$ cat config.mk
export PLATFORM = sky130hd
export DESIGN_NAME = prompt_pattern_risk_scanner
export DESIGN_NICKNAME = d
export VERILOG_FILES = /design/src/rpsc_pkg.sv /design/src/rpsc_scan.sv /design/src/rpsc_score.sv /design/src/prompt_pattern_risk_scanner.sv
export SDC_FILE = /design/constraint.sdc
export NUM_CORES = 1
export LEC_CHECK = 0
export ABC_CLOCK_PERIOD_IN_PS = 6630
export BUFFER_PORTS_ARGS = -buffer_cell sky130_fd_sc_hd__buf_2
export CAP_MARGIN = 20
export CORE_MARGIN = 4
export CORE_UTILIZATION = 60
export DETAILED_ROUTE_END_ITERATION = 12
export PLACE_DENSITY = 0.79
export SYNTH_ARGS = -nofsm -noshare
export SYNTH_HDL_FRONTEND = slang
export SYNTH_HIERARCHICAL = 1
export SYNTH_SLANG_ARGS = --single-unit
$ cat constraint.sdc
create_clock -name clock -period 6.63 [get_ports clock]
set_input_delay 0.3315 -clock clock [delete_from_list [all_inputs] [get_ports clock]]
set_output_delay 0.3315 -clock clock [all_outputs]
set_load 0.01 [all_outputs]
$ cat src/rpsc_pkg.sv
// shared types, constants and pattern table of the prompt pattern risk scanner
`timescale 1ns / 1ps
package rpsc_pkg;

   localparam int WINDOW_BYTES_DEF = 15;
   localparam int PAT_BYTES        = 15;
   localparam int NUM_PATTERNS     = 19;
   localparam int CSR_INDEX_W      = 4;
   localparam int SCORE_W          = 7;

   // register indexes
   localparam logic [CSR_INDEX_W-1:0] CSR_BLOCK_THR   = 4'd0;
   localparam logic [CSR_INDEX_W-1:0] CSR_SUSPECT_THR = 4'd1;

   localparam logic [SCORE_W-1:0] BLOCK_THR_RST   = 7'd80;
   localparam logic [SCORE_W-1:0] SUSPECT_THR_RST = 7'd50;

   // categories
   localparam logic [1:0] CAT_INJ = 2'd0;
   localparam logic [1:0] CAT_JB  = 2'd1;
   localparam logic [1:0] CAT_POI = 2'd2;
   localparam logic [1:0] CAT_MAN = 2'd3;

   // verdict codes
   localparam logic [1:0] VERDICT_ALLOWED    = 2'd0;
   localparam logic [1:0] VERDICT_SUSPICIOUS = 2'd1;
   localparam logic [1:0] VERDICT_BLOCKED    = 2'd2;

   // llm reason codes
   localparam logic [1:0] REASON_NONE      = 2'd0;
   localparam logic [1:0] REASON_INJECTION = 2'd1;
   localparam logic [1:0] REASON_JAILBREAK = 2'd2;

   // scores in hundredths
   localparam logic [SCORE_W-1:0] SCORE_INJ       = 7'd95;
   localparam logic [SCORE_W-1:0] SCORE_JB        = 7'd88;
   localparam logic [SCORE_W-1:0] SCORE_LLM_CLEAN = 7'd5;
   localparam logic [SCORE_W-1:0] SCORE_POI       = 7'd75;
   localparam logic [SCORE_W-1:0] SCORE_RAG_CLEAN = 7'd2;
   localparam logic [SCORE_W-1:0] SCORE_MAN       = 7'd92;
   localparam logic [SCORE_W-1:0] SCORE_AGT_CLEAN = 7'd1;

   // string literals right-justify: last character sits in byte 0
   localparam logic [PAT_BYTES*8-1:0] PAT_TEXT [NUM_PATTERNS] = '{
      (PAT_BYTES*8)'("ignore previous"),
      (PAT_BYTES*8)'("ignore all"),
      (PAT_BYTES*8)'("system prompt"),
      (PAT_BYTES*8)'("you are now"),
      (PAT_BYTES*8)'("forget your"),
      (PAT_BYTES*8)'("disregard"),
      (PAT_BYTES*8)'("DAN"),
      (PAT_BYTES*8)'("Developer Mode"),
      (PAT_BYTES*8)'("jailbreak"),
      (PAT_BYTES*8)'("bypass"),
      (PAT_BYTES*8)'("pretend you"),
      (PAT_BYTES*8)'("[["),
      (PAT_BYTES*8)'("]]"),
      (PAT_BYTES*8)'("document says"),
      (PAT_BYTES*8)'("context:"),
      (PAT_BYTES*8)'("execute"),
      (PAT_BYTES*8)'("run command"),
      (PAT_BYTES*8)'("delete file"),
      (PAT_BYTES*8)'("rm -rf")
   };

   localparam int PAT_LEN [NUM_PATTERNS] = '{
      15, 10, 13, 11, 11, 9, 3, 14, 9, 6, 11, 2, 2, 13, 8, 7, 11, 11, 6
   };

   localparam logic [1:0] PAT_CAT [NUM_PATTERNS] = '{
      CAT_INJ, CAT_INJ, CAT_INJ, CAT_INJ, CAT_INJ, CAT_INJ,
      CAT_JB, CAT_JB, CAT_JB, CAT_JB, CAT_JB,
      CAT_POI, CAT_POI, CAT_POI, CAT_POI,
      CAT_MAN, CAT_MAN, CAT_MAN, CAT_MAN
   };

   typedef struct packed {
      logic inj;
      logic jb;
      logic poi;
      logic man;
   } seen_type;

   typedef struct packed {
      logic [1:0]         verdict;
      logic [SCORE_W-1:0] risk_pts;
      logic               model_flag;
      logic [SCORE_W-1:0] model_pts;
      logic [1:0]         model_cause;
      logic               doc_flag;
      logic [SCORE_W-1:0] doc_pts;
      logic               tool_flag;
      logic [SCORE_W-1:0] tool_pts;
   } result_type;

endpackage

$ cat src/rpsc_scan.sv
// byte window, parallel pattern compare and sticky category flags
`timescale 1ns / 1ps
module rpsc_scan
   import rpsc_pkg::*;
#(
   parameter int WindowBytes = WINDOW_BYTES_DEF
) (
   input  logic       clock,
   input  logic       reset,
   input  logic       go,
   input  logic [7:0] text_byte,
   input  logic       last_byte,
   output seen_type   seen_now
);

   logic [WindowBytes*8-1:0] window_ff, window_in, shifted;
   seen_type                 seen_ff, seen_in, cat_hit;
   logic                     ended_ff, ended_in;
   logic                     scanning;
   logic [NUM_PATTERNS-1:0]  pat_hit;

   // newest byte in the low byte
   assign shifted  = {window_ff[(WindowBytes-1)*8-1:0], text_byte};
   assign scanning = !ended_ff && (text_byte != 8'd0);

   for (genvar p = 0; p < NUM_PATTERNS; p++) begin : g_pat
      logic [PAT_BYTES-1:0] byte_eq;
      for (genvar k = 0; k < PAT_BYTES; k++) begin : g_byte
         if (k < PAT_LEN[p]) begin : g_cmp
            assign byte_eq[k] = shifted[8*k +: 8] == PAT_TEXT[p][8*k +: 8];
         end else begin : g_pad
            assign byte_eq[k] = 1'b1;
         end
      end
      assign pat_hit[p] = (PAT_LEN[p] <= WindowBytes) && (&byte_eq);
   end

   always_comb begin
      cat_hit = '0;
      for (int p = 0; p < NUM_PATTERNS; p++) begin
         if (pat_hit[p]) begin
            case (PAT_CAT[p])
               CAT_INJ: cat_hit.inj = 1'b1;
               CAT_JB:  cat_hit.jb  = 1'b1;
               CAT_POI: cat_hit.poi = 1'b1;
               default: cat_hit.man = 1'b1;
            endcase
         end
      end
   end

   assign seen_now = scanning ? (seen_ff | cat_hit) : seen_ff;

   always_comb begin
      window_in = window_ff;
      seen_in   = seen_ff;
      ended_in  = ended_ff;
      if (go) begin
         if (last_byte) begin
            window_in = '0;
            seen_in   = '0;
            ended_in  = 1'b0;
         end else if (!ended_ff) begin
            if (text_byte == 8'd0) begin
               ended_in = 1'b1;
            end else begin
               window_in = shifted;
               seen_in   = seen_now;
            end
         end
      end
   end

   always_ff @(posedge clock) begin
      if (reset) begin
         window_ff <= '0;
         seen_ff   <= '0;
         ended_ff  <= 1'b0;
      end else begin
         window_ff <= window_in;
         seen_ff   <= seen_in;
         ended_ff  <= ended_in;
      end
   end

endmodule

$ cat src/rpsc_score.sv
// guard scoring, risk maximum and verdict grading
`timescale 1ns / 1ps
module rpsc_score
   import rpsc_pkg::*;
(
   input  seen_type           seen,
   input  logic [2:0]         guard_enables,
   input  logic [SCORE_W-1:0] block_thr,
   input  logic [SCORE_W-1:0] suspect_thr,
   output result_type         result
);

   always_comb begin
      result = '0;
      if (guard_enables[0]) begin
         if (seen.inj) begin
            result.model_flag  = 1'b1;
            result.model_pts   = SCORE_INJ;
            result.model_cause = REASON_INJECTION;
         end else if (seen.jb) begin
            result.model_flag  = 1'b1;
            result.model_pts   = SCORE_JB;
            result.model_cause = REASON_JAILBREAK;
         end else begin
            result.model_pts   = SCORE_LLM_CLEAN;
            result.model_cause = REASON_NONE;
         end
      end
      if (guard_enables[1]) begin
         result.doc_flag = seen.poi;
         result.doc_pts  = seen.poi ? SCORE_POI : SCORE_RAG_CLEAN;
      end
      if (guard_enables[2]) begin
         result.tool_flag = seen.man;
         result.tool_pts  = seen.man ? SCORE_MAN : SCORE_AGT_CLEAN;
      end

      // disabled guards score zero, so a plain max is enough
      result.risk_pts = result.model_pts;
      if (result.doc_pts > result.risk_pts) result.risk_pts = result.doc_pts;
      if (result.tool_pts > result.risk_pts) result.risk_pts = result.tool_pts;

      if (result.risk_pts >= block_thr) begin
         result.verdict = VERDICT_BLOCKED;
      end else if (result.risk_pts >= suspect_thr) begin
         result.verdict = VERDICT_SUSPICIOUS;
      end else begin
         result.verdict = VERDICT_ALLOWED;
      end
   end

endmodule

$ cat src/prompt_pattern_risk_scanner.sv
// Prompt pattern risk scanner: takes one text byte per cycle, back to back, while req_stall is
// low. Each item goes into an input register, then is shifted into the byte window; the window
// tail is compared against all 19 patterns in parallel and the sticky category flags updated, so
// one item per cycle is sustained while nothing stalls. The result of the item that carries
// last_byte is graded into an output register and held there until taken; non-final items keep
// flowing while a result waits. A zero byte ends the text and later bytes are ignored until the
// final byte, after which all scan state is cleared. Thresholds are to be written on the csr port
// only while the block is idle; the block itself does not enforce this.
`timescale 1ns / 1ps
module prompt_pattern_risk_scanner
   import rpsc_pkg::*;
#(
   parameter int WindowBytes = WINDOW_BYTES_DEF
) (
   input  logic                   clock,
   input  logic                   reset,
   input  logic                   req_valid,
   output logic                   req_stall,
   input  logic [7:0]             req_text_byte,
   input  logic                   req_last_byte,
   input  logic [2:0]             req_guard_enables,
   output logic                   rsp_valid,
   input  logic                   rsp_stall,
   output logic [1:0]             rsp_verdict,
   output logic [SCORE_W-1:0]     rsp_risk_pts,
   output logic                   rsp_model_flag,
   output logic [SCORE_W-1:0]     rsp_model_pts,
   output logic [1:0]             rsp_model_cause,
   output logic                   rsp_doc_flag,
   output logic [SCORE_W-1:0]     rsp_doc_pts,
   output logic                   rsp_tool_flag,
   output logic [SCORE_W-1:0]     rsp_tool_pts,
   input  logic                   csr_valid,
   output logic                   csr_ready,
   input  logic [CSR_INDEX_W-1:0] csr_index,
   input  logic [SCORE_W-1:0]     csr_data
);

   logic               in_valid_ff, in_valid_in;
   logic [7:0]         in_byte_ff, in_byte_in;
   logic               in_last_ff, in_last_in;
   logic [2:0]         in_en_ff, in_en_in;
   logic [SCORE_W-1:0] block_thr_ff, block_thr_in;
   logic [SCORE_W-1:0] suspect_thr_ff, suspect_thr_in;
   logic               rsp_valid_ff, rsp_valid_in;
   result_type         rsp_ff, rsp_in;
   logic               go, accept;
   seen_type           seen_now;
   result_type         result;

   // a final item waits only if the output register is full and stalled
   assign go        = in_valid_ff && !(in_last_ff && rsp_valid_ff && rsp_stall);
   assign req_stall = in_valid_ff && !go;
   assign accept    = req_valid && !req_stall;
   assign csr_ready = 1'b1;

   rpsc_scan #(
      .WindowBytes(WindowBytes)
   ) u_scan (
      .clock    (clock),
      .reset    (reset),
      .go       (go),
      .text_byte(in_byte_ff),
      .last_byte(in_last_ff),
      .seen_now (seen_now)
   );

   rpsc_score u_score (
      .seen         (seen_now),
      .guard_enables(in_en_ff),
      .block_thr    (block_thr_ff),
      .suspect_thr  (suspect_thr_ff),
      .result       (result)
   );

   always_comb begin
      in_valid_in = in_valid_ff;
      in_byte_in  = in_byte_ff;
      in_last_in  = in_last_ff;
      in_en_in    = in_en_ff;
      if (go) in_valid_in = 1'b0;
      if (accept) begin
         in_valid_in = 1'b1;
         in_byte_in  = req_text_byte;
         in_last_in  = req_last_byte;
         in_en_in    = req_guard_enables;
      end
   end

   always_comb begin
      rsp_valid_in = rsp_valid_ff;
      rsp_in       = rsp_ff;
      if (go && in_last_ff) begin
         rsp_valid_in = 1'b1;
         rsp_in       = result;
      end else if (!rsp_stall) begin
         rsp_valid_in = 1'b0;
      end
   end

   always_comb begin
      block_thr_in   = block_thr_ff;
      suspect_thr_in = suspect_thr_ff;
      if (csr_valid && csr_ready) begin
         case (csr_index)
            CSR_BLOCK_THR:   block_thr_in   = csr_data;
            CSR_SUSPECT_THR: suspect_thr_in = csr_data;
            default: ;
         endcase
      end
   end

   always_ff @(posedge clock) begin
      if (reset) begin
         in_valid_ff    <= 1'b0;
         rsp_valid_ff   <= 1'b0;
         block_thr_ff   <= BLOCK_THR_RST;
         suspect_thr_ff <= SUSPECT_THR_RST;
      end else begin
         in_valid_ff    <= in_valid_in;
         rsp_valid_ff   <= rsp_valid_in;
         block_thr_ff   <= block_thr_in;
         suspect_thr_ff <= suspect_thr_in;
      end
   end

   always_ff @(posedge clock) begin
      in_byte_ff <= in_byte_in;
      in_last_ff <= in_last_in;
      in_en_ff   <= in_en_in;
      rsp_ff     <= rsp_in;
   end

   assign rsp_valid       = rsp_valid_ff;
   assign rsp_verdict     = rsp_ff.verdict;
   assign rsp_risk_pts    = rsp_ff.risk_pts;
   assign rsp_model_flag  = rsp_ff.model_flag;
   assign rsp_model_pts   = rsp_ff.model_pts;
   assign rsp_model_cause = rsp_ff.model_cause;
   assign rsp_doc_flag    = rsp_ff.doc_flag;
   assign rsp_doc_pts     = rsp_ff.doc_pts;
   assign rsp_tool_flag   = rsp_ff.tool_flag;
   assign rsp_tool_pts    = rsp_ff.tool_pts;

   a_stall_needs_item: assert property (@(posedge clock) disable iff (reset)
      req_stall |-> in_valid_ff)
      else $error("input stalled with empty input register");

   a_result_from_last: assert property (@(posedge clock) disable iff (reset)
      $rose(rsp_valid_ff) |-> $past(go && in_last_ff))
      else $error("result appeared without a final item");

   a_risk_is_max: assert property (@(posedge clock) disable iff (reset)
      rsp_valid_ff |-> (rsp_ff.risk_pts >= rsp_ff.model_pts)
                    && (rsp_ff.risk_pts >= rsp_ff.doc_pts)
                    && (rsp_ff.risk_pts >= rsp_ff.tool_pts))
      else $error("risk below a guard score");

   a_blocked_grade: assert property (@(posedge clock) disable iff (reset)
      rsp_valid_ff && (rsp_ff.verdict == VERDICT_BLOCKED)
         |-> rsp_ff.risk_pts >= block_thr_ff)
      else $error("blocked verdict under block threshold");

endmodule

==> reports/qor.csv <==
stage;metric;value;unit
logic_synthesis;ys flop type;dfxtp_1;
sta;Final Hold Vio Count;0;
global_route;All-Layer GR Usage;0.333;
cells_and_area;ANT cells;0;
critical_path;Crit. End Element;flop;
logic_synthesis;synth top area cells;dfxtp_1 31%, edfxtp_1 17%, a22o_1 12%, ha_1 3.1%, nand4_1 2.1%;
place;Final Wtd Congestion;0.971;
cells_and_area;Sequential Area;4080;um2
cells_and_area;most common cell after layout, fill and taps aside;dfxtp_1;
logic_synthesis;Avg Cell Area, Syn;10.7;um2
critical_path;CP max-delay cell;or4b_4;
clocking;Max Buffers Root-to-Sink;2;
die;DIE WIDTH;127;um
route;DRT iter0 DRCs;895;
die;Top Ports;66;
global_route;met3 Usage GRT;0.0728;
place;area post-placement;8880;um2
cells_and_area;most frequent cells in the layout;126 x dfxtp_1, 112 x a22o_1, 64 x buf_2, 47 x edfxtp_1;
run_status;status;finished, final reports clean;
global_route;global routing usage on met2;0.529;
critical_path;CP max FO;5;
die;Die ar.;16100;um2
clocking;Root Driver;clkbuf_16;
sta;Worst-Margin Slew;0.656;ns
sta;final slew viol count;0;
logic_synthesis;sequential share of the synthesized area;0.481;
critical_path;worst endpoint required time;6.82;ns
die;Core ar.;13800;um2
global_route;antenna violations before repair;0;
sta;fin crit period;6.47;ns
worst_hold_path;worst hold-check path type;in -> reg;
cells_and_area;cell area after layout;9760;um2
route;final WL;27200;um
logic_synthesis;Syn Inst Count;788;
cells_and_area;fin util;0.706;
global_route;gr busiest metal;met2;
route;Final ANT Viol Nets;0;
clocking;sinks on the clock net;180;
route;wire length per cell;26.1;um
sta;Worst Skew;0.0102;ns
critical_path;Worst R2R Setup Slack;0.16;ns
critical_path;Crit Path Class;reg -> reg;
sta;Final Setup Violations;0;
clocking;cts hold-fix bufs;0;
global_route;global route total overflow;0;
logic_synthesis;Syn Std Cell Area;8460;um2
global_route;vias in the first global route;6980;
die;row count;43;
cells_and_area;Nets;898;
clocking;Worst-Skew Late Latency;0.44;ns
clocking;TritonCTS clock tree;done;
critical_path;Setup crit start kind;flop;
cells_and_area;fillers;986;
cells_and_area;area of the multi-input gates;4110;um2
logic_synthesis;Yosys top cell area share;0.315;
power_and_ir_drop;worst vdd ir;244;uV
logic_synthesis;Synth Warn #;6;
route;Vias;7282;
clocking;total CTS buffers;17;
run;Max Cap Viol;0;
logic_synthesis;largest area contributor in the netlist;dfxtp_1;
logic_synthesis;synth unique cells;74;
sta;fmax;0.154;GHz
global_route;met1 Use GR;0.446;
route;drt first pass iters;7;
sta;Rel. slew slack;0.563;
place;DP HPWL;19300;um
sta;fin crit share;0.976;
route;Remaining DRCs;0;
place;port bufs;64;
sta;WHS;0.0672;ns
power_and_ir_drop;leakage;3.71;nW
global_route;largest net degree at the start of global routing;117;
logic_synthesis;flops & latches, synth;180;
clocking;H-tree Lvls;4;
die;Initial Utilization;0.612;
power_and_ir_drop;power per cell area;234;nW/um2
global_route;first-pass GRT wire length;41100;um
critical_path;CP arrival;6.66;ns
cells_and_area;share of post-route cells with drive strength above 1;0.219;
logic_synthesis;EDFF count, synth;47;
cells_and_area;Layout area overhead;15.3;%
critical_path;cells along the critical path;nand4b_1 > or4b_4 > nor4_4 > nand3_1 > o41a_1 > a21oi_2 > o21ai_1 > ha_1 > nand4b_1 > a21oi_1 > or2_4 > nand2_1 > ha_1 > nand3b_1 > or4b_1 > o2111a_2 > mux2i_4 > ha_1 > nand2b_1 > a21o_1 > a21oi_1 > nor2b_1 > o211ai_1 > a21oi_1;
die;Die Height;127;um
critical_path;Max stage delay on crit path;0.59;ns
route;vias per inst;6.99;
clocking;Worst-path clk slew;0.07;ns
logic_synthesis;FFs w/ async S/R, synth;0;
-- worst paths after layout --
kind              depth (start not counted)            startpoint              end
setup / recovery                         24  u_scan/window_ff[31]   rsp_verdict[0]
hold / removal                            1      req_text_byte[4]    in_byte_ff[4]
setup reg to reg                         24  u_scan/window_ff[31]   rsp_verdict[0]
hold reg to reg                           1       u_scan/ended_ff  u_scan/ended_ff
-- worst max-delay path, delay by kind of cell (launching register included) --
kind / cells / cell delay (ns)
fa+ha+maj: 3 / 0.93
flops: 1 / 0.35
simple gates: 11 / 2.79
compound gates: 9 / 1.94
mux: 1 / 0.21
-- metal layers --
| layer | vias up | share of wire |
|---|---|---|
| met3 | 99 | 0.090 |
| met4 | 0 | 0.041 |
| met1 | 3557 | 0.41 |
| met5 | - | 0 |
| met2 | 461 | 0.46 |
| li1 | 3165 | - |
-- synth_stat cells (3+ instances only) --
| cell | instances |
|---|---|
| a21o_1 | 5 |
| a21oi_1 | 15 |
| a22o_1 | 112 |
| a41oi_1 | 3 |
| and2_1 | 5 |
| and2b_1 | 4 |
| and3_1 | 7 |
| and3b_1 | 4 |
| and4_1 | 3 |
| and4b_1 | 11 |
| and4bb_2 | 4 |
| buf_2 | 7 |
| buf_4 | 23 |
| buf_6 | 4 |
| clkbuf_1 | 34 |
| dfxtp_1 | 133 |
| edfxtp_1 | 47 |
| ha_1 | 21 |
| inv_1 | 21 |
| mux2i_1 | 15 |
| nand2_1 | 33 |
| nand2b_1 | 25 |
| nand3_1 | 15 |
| nand3b_1 | 5 |
| nand4_1 | 29 |
| nand4b_1 | 15 |
| nand4bb_1 | 3 |
| nor2_1 | 38 |
| nor2b_1 | 9 |
| nor3_1 | 12 |
| nor3b_1 | 7 |
| nor4_1 | 26 |
| nor4b_1 | 18 |
| nor4bb_1 | 16 |
| o21a_1 | 3 |
| o21ai_0 | 4 |
| or3_1 | 6 |
| or4b_1 | 3 |
-- through the flow --
stage               setup slack (ns)  setup TNS [ns]  total power [W]  std cells
finish                         0.157               0          0.00228       1042
global route                 -0.0266         -0.0266          0.00234       1042
CTS                          0.00978               0          0.00227       1032
detailed placement            -0.299          -0.541          0.00127        998
global placement             -0.0843          -0.122          0.00127        998
floorplan                       1.08               0          0.00124        794
-- report_power, final --
part	leakage, nW	internal [W]	total, W	switching [W]
clock	0.290	0.000554	0.00102	0.000463
combinational	1.88	0.0000431	0.000112	0.0000688
sequential	1.53	0.00114	0.00115	0.0000128
-- logic make-up after synthesis --
| family | count (synthesis) | synth area share |
|---|---|---|
| compound gates | 166 | 0.164 |
| fa+ha+maj | 21 | 0.0310 |
| buf+inv | 90 | 0.0560 |
| flops | 180 | 0.481 |
| mux | 15 | 0.0177 |
| other cells | 2 | 0.000887 |
| simple gates | 314 | 0.249 |
-- area by class of cell --
class                   instances  share of cell area
flip-flops and latches        180               0.418
clock inverters                13              0.0142
inverters                      21             0.00808
clock buffers                  19              0.0465
multi-input cells             524               0.421
well taps                     180              0.0231
repair buffers                105              0.0687
-- timing repair --
action	CTS	global route
setup buffers	2	5
setup endpoints to repair	2	2
pin swaps	2	7
gates resized for setup	3	32
hold endpoints to repair	0	0
-- registers in the layout, indices dropped and copies added (netlist names), 2 cells and up --
name and flops:
rsp_risk_pts 7, rsp_tool_pts 7, rsp_verdict 2, rsp_model_pts 7, suspect_thr_ff 7, rsp_model_cause 2
in_byte_ff 8, in_en_ff 3, rsp_doc_pts 7, u_scan/seen_ff 4, block_thr_ff 7, u_scan/window_ff 112
No activity file was read; power rests on OpenSTA's default activity.
